===== config.mk =====
export PLATFORM = sky130hd
export DESIGN_NAME = delayed_message_timer_queue_core
export DESIGN_NICKNAME = d
export VERILOG_FILES = /design/src/rtl/dmtq_pkg.sv /design/src/rtl/delayed_message_timer_queue_core.sv
export SDC_FILE = /design/constraint.sdc
export NUM_CORES = 2
export LEC_CHECK = 0
export BUFFER_PORTS_ARGS = -buffer_cell sky130_fd_sc_hd__buf_2
export CELL_PAD_IN_SITES_DETAIL_PLACEMENT = 0
export CELL_PAD_IN_SITES_GLOBAL_PLACEMENT = 1
export CORE_ASPECT_RATIO = 1.25
export CORE_UTILIZATION = 40
export CTS_CLUSTER_DIAMETER = 200
export DETAILED_ROUTE_END_ITERATION = 16
export GPL_TIMING_DRIVEN = 0
export HOLD_SLACK_MARGIN = 0.06
export PLACE_DENSITY_LB_ADDON = 0.2
export RECOVER_POWER = 100
export SYNTH_ARGS = -nofsm -noshare
export SYNTH_HDL_FRONTEND = slang
export SYNTH_SLANG_ARGS = --single-unit

===== constraint.sdc =====
create_clock -name clk -period 3.9 [get_ports clk]
set_input_delay 0.585 -clock clk [delete_from_list [all_inputs] [get_ports clk]]
set_output_delay 0.585 -clock clk [all_outputs]
set_load 0.01 [all_outputs]

===== src/rtl/dmtq_pkg.sv =====
`timescale 1ns / 1ps

package dmtq_pkg;

	// Queue geometry
	localparam int DEPTH_DEF   = 16;
	localparam int MAX_RELEASE = 16;
	localparam int REL_W       = $clog2(MAX_RELEASE + 1);

	// Field widths
	localparam int TIME_W   = 32;
	localparam int HANDLE_W = 16;
	localparam int DEST_W   = 4;
	localparam int DELAY_W  = 16;

	// Input actions
	localparam logic ACT_ENQUEUE = 1'b0;
	localparam logic ACT_TICK    = 1'b1;

	// Result kinds
	typedef enum logic [1:0] {
		KIND_ACCEPTED = 2'd0,
		KIND_REJECTED = 2'd1,
		KIND_RELEASED = 2'd2
	} kind_t;

	// Input word
	typedef struct packed {
		logic                action;
		logic [HANDLE_W-1:0] msg_handle;
		logic [DEST_W-1:0]   dest_id;
		logic [DELAY_W-1:0]  delay;
	} req_t;

	// Result word
	typedef struct packed {
		kind_t               kind;
		logic [HANDLE_W-1:0] out_handle;
		logic [DEST_W-1:0]   out_dest;
		logic                last;
	} rsp_t;

	// One queue slot
	typedef struct packed {
		logic [TIME_W-1:0]   expiry;
		logic [HANDLE_W-1:0] handle;
		logic [DEST_W-1:0]   dest;
	} slot_t;

	// True when expiry a lies strictly after reference b, wrap-safe
	function automatic logic later_than(logic [TIME_W-1:0] a, logic [TIME_W-1:0] b);
		logic [TIME_W-1:0] d;
		d = a - b;
		return (d != '0) && !d[TIME_W-1];
	endfunction

endpackage


===== src/rtl/delayed_message_timer_queue_core.sv =====
// Enqueue: the new entry walks in from the tail, shifting each queued entry with a later
// expiry back one slot, and ends with an accepted result; a full queue rejects with a result.
// Tick: advances time and releases due entries from the head (at most 16), one result per
// released entry, the last one marked last; a tick with nothing due ends with no result.
// Busy is high for the whole walk; results are one-cycle strobes, the receiver cannot stall.
// Reset (arst_n low, asynchronous) clears time, count and head; slot memory needs no clearing.
`timescale 1ns / 1ps

module delayed_message_timer_queue_core import dmtq_pkg::*; #(
	parameter int DEPTH = DEPTH_DEF
) (
	input  logic clk,
	input  logic arst_n,
	input  logic start,
	output logic busy,
	input  req_t req,
	output logic rsp_valid,
	output rsp_t rsp
);

	localparam int AW = (DEPTH > 1) ? $clog2(DEPTH) : 1;
	localparam int CW = $clog2(DEPTH + 1);

	typedef enum logic [2:0] {
		ST_IDLE,
		ST_INS_RD,
		ST_INS_CMP,
		ST_REL_RD,
		ST_REL_CMP
	} state_t;

	state_t             state_q;
	logic [TIME_W-1:0]  now_q;
	logic [CW-1:0]      count_q;
	logic [AW-1:0]      head_q;
	logic [AW-1:0]      k_q;
	logic [REL_W-1:0]   n_q;
	slot_t              new_q;
	slot_t              pend_q;
	logic               pend_valid_q;
	logic               rsp_valid_q;
	rsp_t               rsp_q;

	slot_t              mem_q [DEPTH];
	slot_t              rdata_q;

	logic [AW-1:0]      rd_addr;
	logic [AW-1:0]      slot_addr;
	logic               wr_en;
	slot_t              wr_data;
	logic               ins_later;
	logic               rel_due;

	// Add two slot offsets modulo DEPTH
	function automatic logic [AW-1:0] wrap_add(logic [AW-1:0] a, logic [AW-1:0] b);
		logic [AW:0] s;
		s = {1'b0, a} + {1'b0, b};
		if (s >= (AW+1)'(DEPTH)) begin
			s = s - (AW+1)'(DEPTH);
		end
		return s[AW-1:0];
	endfunction

	assign busy      = (state_q != ST_IDLE);
	assign rsp_valid = rsp_valid_q;
	assign rsp       = rsp_q;

	// Address the walk: read one slot toward the head, write the slot behind it
	always_comb begin
		slot_addr = wrap_add(head_q, k_q);
		rd_addr   = (state_q == ST_REL_RD) ? head_q : wrap_add(head_q, k_q - AW'(1));
		ins_later = later_than(rdata_q.expiry, new_q.expiry);
		rel_due   = (count_q != '0) && (n_q < REL_W'(MAX_RELEASE))
			&& !later_than(rdata_q.expiry, now_q);
		wr_en     = ((state_q == ST_INS_RD) && (k_q == '0)) || (state_q == ST_INS_CMP);
		wr_data   = ((state_q == ST_INS_CMP) && ins_later) ? rdata_q : new_q;
	end

	// Slot memory: one write and one registered read per cycle
	always_ff @(posedge clk) begin
		if (wr_en) begin
			mem_q[slot_addr] <= wr_data;
		end
		rdata_q <= mem_q[rd_addr];
	end

	// Sequence enqueue walks and release bursts
	always_ff @(posedge clk or negedge arst_n) begin
		if (!arst_n) begin
			state_q      <= ST_IDLE;
			now_q        <= '0;
			count_q      <= '0;
			head_q       <= '0;
			k_q          <= '0;
			n_q          <= '0;
			new_q        <= '0;
			pend_q       <= '0;
			pend_valid_q <= 1'b0;
			rsp_valid_q  <= 1'b0;
			rsp_q        <= '0;
		end else begin
			rsp_valid_q <= 1'b0;
			case (state_q)
				ST_IDLE: begin
					if (start) begin
						if (req.action == ACT_TICK) begin
							now_q        <= now_q + TIME_W'(1);
							n_q          <= '0;
							pend_valid_q <= 1'b0;
							state_q      <= ST_REL_RD;
						end else if (count_q == CW'(DEPTH)) begin
							rsp_valid_q      <= 1'b1;
							rsp_q.kind       <= KIND_REJECTED;
							rsp_q.out_handle <= req.msg_handle;
							rsp_q.out_dest   <= req.dest_id;
							rsp_q.last       <= 1'b1;
						end else begin
							new_q.expiry <= now_q + TIME_W'(req.delay);
							new_q.handle <= req.msg_handle;
							new_q.dest   <= req.dest_id;
							k_q          <= count_q[AW-1:0];
							state_q      <= ST_INS_RD;
						end
					end
				end
				ST_INS_RD: begin
					if (k_q == '0) begin
						rsp_valid_q      <= 1'b1;
						rsp_q.kind       <= KIND_ACCEPTED;
						rsp_q.out_handle <= new_q.handle;
						rsp_q.out_dest   <= new_q.dest;
						rsp_q.last       <= 1'b1;
						count_q          <= count_q + CW'(1);
						state_q          <= ST_IDLE;
					end else begin
						state_q <= ST_INS_CMP;
					end
				end
				ST_INS_CMP: begin
					// Shift a later entry back one slot, or drop the new word in place
					if (ins_later) begin
						k_q     <= k_q - AW'(1);
						state_q <= ST_INS_RD;
					end else begin
						rsp_valid_q      <= 1'b1;
						rsp_q.kind       <= KIND_ACCEPTED;
						rsp_q.out_handle <= new_q.handle;
						rsp_q.out_dest   <= new_q.dest;
						rsp_q.last       <= 1'b1;
						count_q          <= count_q + CW'(1);
						state_q          <= ST_IDLE;
					end
				end
				ST_REL_RD: begin
					state_q <= ST_REL_CMP;
				end
				ST_REL_CMP: begin
					// Hold one due entry back until the next head shows whether it is last
					if (rel_due) begin
						if (pend_valid_q) begin
							rsp_valid_q      <= 1'b1;
							rsp_q.kind       <= KIND_RELEASED;
							rsp_q.out_handle <= pend_q.handle;
							rsp_q.out_dest   <= pend_q.dest;
							rsp_q.last       <= 1'b0;
						end
						pend_q       <= rdata_q;
						pend_valid_q <= 1'b1;
						head_q       <= wrap_add(head_q, AW'(1));
						count_q      <= count_q - CW'(1);
						n_q          <= n_q + REL_W'(1);
						state_q      <= ST_REL_RD;
					end else begin
						if (pend_valid_q) begin
							rsp_valid_q      <= 1'b1;
							rsp_q.kind       <= KIND_RELEASED;
							rsp_q.out_handle <= pend_q.handle;
							rsp_q.out_dest   <= pend_q.dest;
							rsp_q.last       <= 1'b1;
						end
						pend_valid_q <= 1'b0;
						state_q      <= ST_IDLE;
					end
				end
				default: begin
					state_q <= ST_IDLE;
				end
			endcase
		end
	end

endmodule

==> flow_summary.yaml <==
worst_setup_path:
  r2r_cells: 14
  critPathCapture: "mem_q[6][47]$_DFFE_PP_"
  worstPathArrival_ns: 5.14
  critPathLaunch: "rdata_q[46]$_DFF_P_"
  required_ns: 4.34
  r2r_start: "rdata_q[46]$_DFF_P_"
  rr_endpoint: "mem_q[6][47]$_DFFE_PP_"
  slowest_delay_ns: 0.59
  path_max_fanout: 18
  cp_common_cell: "or4_4"
  reg2reg_setup_slack_ns: -0.80
  path_class: "flop to flop"
  start_kind: "flop"
  cp_cell_sequence: "ha_1, buf_4, nand3_1, a21oi_2, or4_4, a2111oi_4, o2111ai_1, or4_4, or4_4, o211ai_4, buf_12, buf_12, buf_16, mux2_4"
  slowest_stage: "or4_4"
  cp-end-kind: "flop"
run:
  maxCapViolations: 1
global_routing:
  globalRouteOverflowTotal: 0
  track_usage_pct: 24.63
  grt_pass1_wl_microns: 213800
  grt_pass1_vias: 32320
  antenna_found_initial: 3
  grt_max_degree: 79
timing:
  fmax_mhz: 212.8
  tightest_slew_ns: 1.861
  min_period_ns: 4.699
  drv_slew: 74
  grt_setup_unrepaired: "yes"
  hold_ws_ns: 0.1117
  hold_viol_final: 0
  finClkSkew_ns: 0.05329
  finalCritPeriodShare_pct: 120.5
  tns_ns: -617.09
  relSlewSlack_pct: -24.08
  setup_violations: 906
  fin_ws_ns: -0.7988
clock_network:
  cts-root-buf: "clkbuf_16"
  clockBufferDepth: 3
  cts_sinks: 1034
  cts_tree: "built"
  path_clk_slew_ns: 0.07
  clock_latency_ns: 0.75
  h-tree-depth: 3
  numCtsBuffers: 104
drt:
  via_per_inst: 5.665
  drt_iter0_drc: 2655
  routed_wl_microns: 148400
  ant_nets: 0
  drc: 0
  first_pass_iters: 5
  num_vias: 32467
  wl_per_cell_microns: 25.90
min_path:
  hold_class: "primary input to flop"
synthesis:
  syn_inst: 3801
  ys.flop_type: "edfxtp_1"
  synth.top_cell.area_share_pct: 53.51
  ys_ff_latch: 1034
  synth_edf_count: 832
  synth_warnings: 0
  synthArstFlopShare_pct: 14.51
  synth_common_cells: "edfxtp_1 (832), nand2_1 (607), a211oi_1 (281)"
  ys_types: 82
  yosysMostFrequentCell: "edfxtp_1"
  syn_nets: 3938
  syn_area_sq_um: 46690
  ys_seq_area_share_pct: 63.78
  synth_top_area_cell: "edfxtp_1"
  syn_area_per_cell_sq_um: 12.28
  yosys-top-cells-area: "edfxtp_1 (54%), dfrtp_1 (8.0%), nand2_1 (4.9%), a211oi_1 (4.5%), mux2_2 (2.8%)"
floorplanning:
  die_w_microns: 307.6
  rows: 139
  num_io_pins: 65
  dieArea_sq_um: 118100
  start_util_pct: 40.49
  core_sq_um: 115300
  die_h_microns: 384.0
finish:
  num-fill-cells: 10354
  multi_input_area_sq_um: 17070
  synthToLayoutAreaGrowth_pct: 18.20
  seq_area_sq_um: 29820
  fin_nets: 4228
  final_layout_size_suffix_gt1_share_pct: 17.40
  final_cell_count_no_fill: 5731
placement:
  dp_hpwl_microns: 101700
  place_congestion: 0.9010
  dp_cells: 5451
  io_buffers: 64
  place_ws_ns: -1.875
outcome:
  violations: "max-capacitance violations, max-slew violations, negative setup slack"
  status: "finished, violations left"
-- cell type report --
cell class                 count  area share (%)
clock inverter                55          0.8457
antenna                        1        0.004534
inverter                     102          0.7028
buffer                       219           2.161
multi-input combinational   2449           30.93
clock buffer                 139           5.246
timing repair buffer         181           2.557
tap                         1551           3.516
sequential                  1034           54.04
-- worst max-delay path: cells and delay by family, from the launching register on --
family          cells  cell delay, ns
compound gates      4            0.85
fa+ha+maj           1            0.31
buf+inv             4            0.65
flops               1            0.45
mux                 1            0.41
simple gates        4            1.68
-- cell families (layout without fill, tap and decap cells) --
group / after synthesis / after routing / synth area share [%]
other cells: 0 / 1 / 0
compound gates: 980 / 982 / 14.45
fa+ha+maj: 97 / 97 / 2.696
simple gates: 1119 / 1119 / 11.18
flops: 1034 / 1034 / 63.78
buf+inv: 340 / 696 / 2.867
mux: 136 / 156 / 3.237
xor+xnor: 95 / 95 / 1.782
-- stage by stage --
stage	utilization [%]	cell area, sq um
2_1_floorplan	-	46960
3_3_place_gp	42.69	49220
3_5_place_dp	43.46	50110
4_1_cts	47.88	55210
5_1_grt	47.86	55190
6_report	47.86	55190
-- layer usage --
layer / routed length, microns / share of wire, % / track usage (%)
met1: 60010 / 40 / 30.65
met2: 74290 / 50 / 42.71
met3: 7208 / 4.9 / 2.990
met4: 6905 / 4.7 / 11.20
met5: 0 / 0 / 0
-- sequential cells by signal, indices dropped and copies added, names as in the netlist, 3 cells and up --
signal	count
state_q	3
rsp	23
rdata_q	52
count_q	5
n_q	5
k_q	4
new_q	52
mem_q	832
now_q	32
head_q	4
pend_q	20
-- worst min path at each step --
stage	start	endpoint	slack (ns)	cells past startpoint
CTS	req[24]	new_q[8]$_DFFE_PN0P_	0.08	2
finish	req[25]	new_q[9]$_DFFE_PN0P_	0.11	2
global route	req[24]	new_q[8]$_DFFE_PN0P_	0.1	2
floorplan	arst_n	count_q[0]$_DFFE_PN0P_	0.29	0
global placement	rsp[19]$_DFFE_PN0P_	rsp[19]$_DFFE_PN0P_	0.46	1
detailed placement	rsp[19]$_DFFE_PN0P_	rsp[19]$_DFFE_PN0P_	0.47	1
-- cell usage in the layout, fill, tap and decap left out, types with 29 or more instances in the layout --
cell type    n
inv_1       94
dfxtp_1     37
edfxtp_1   832
nor3_1      29
a31oi_1    113
ha_1        62
clkbuf_1   176
a311oi_1   102
clkbuf_16  105
mux2_2      65
xnor2_1     71
nand2_1    605
dfrtp_1    134
mux2_4      70
nor2_1      81
buf_2       43
clkbuf_2    57
and2_1     202
buf_4       67
o21ai_0     75
a21oi_1    175
a211oi_1   270
nand3_1     43
-- repair_timing --
item	CTS	global route
setup buffers	63	12
setup endpoints to repair	956	956
hold buffers	5	0
cloned	9	15
endpoints found under the hold margin	76	0
pin swaps	50	4
resized for setup	303	74
Power is not shown: default switching activity piles up to over one toggle a cycle in this logic, so the estimate is an artifact.
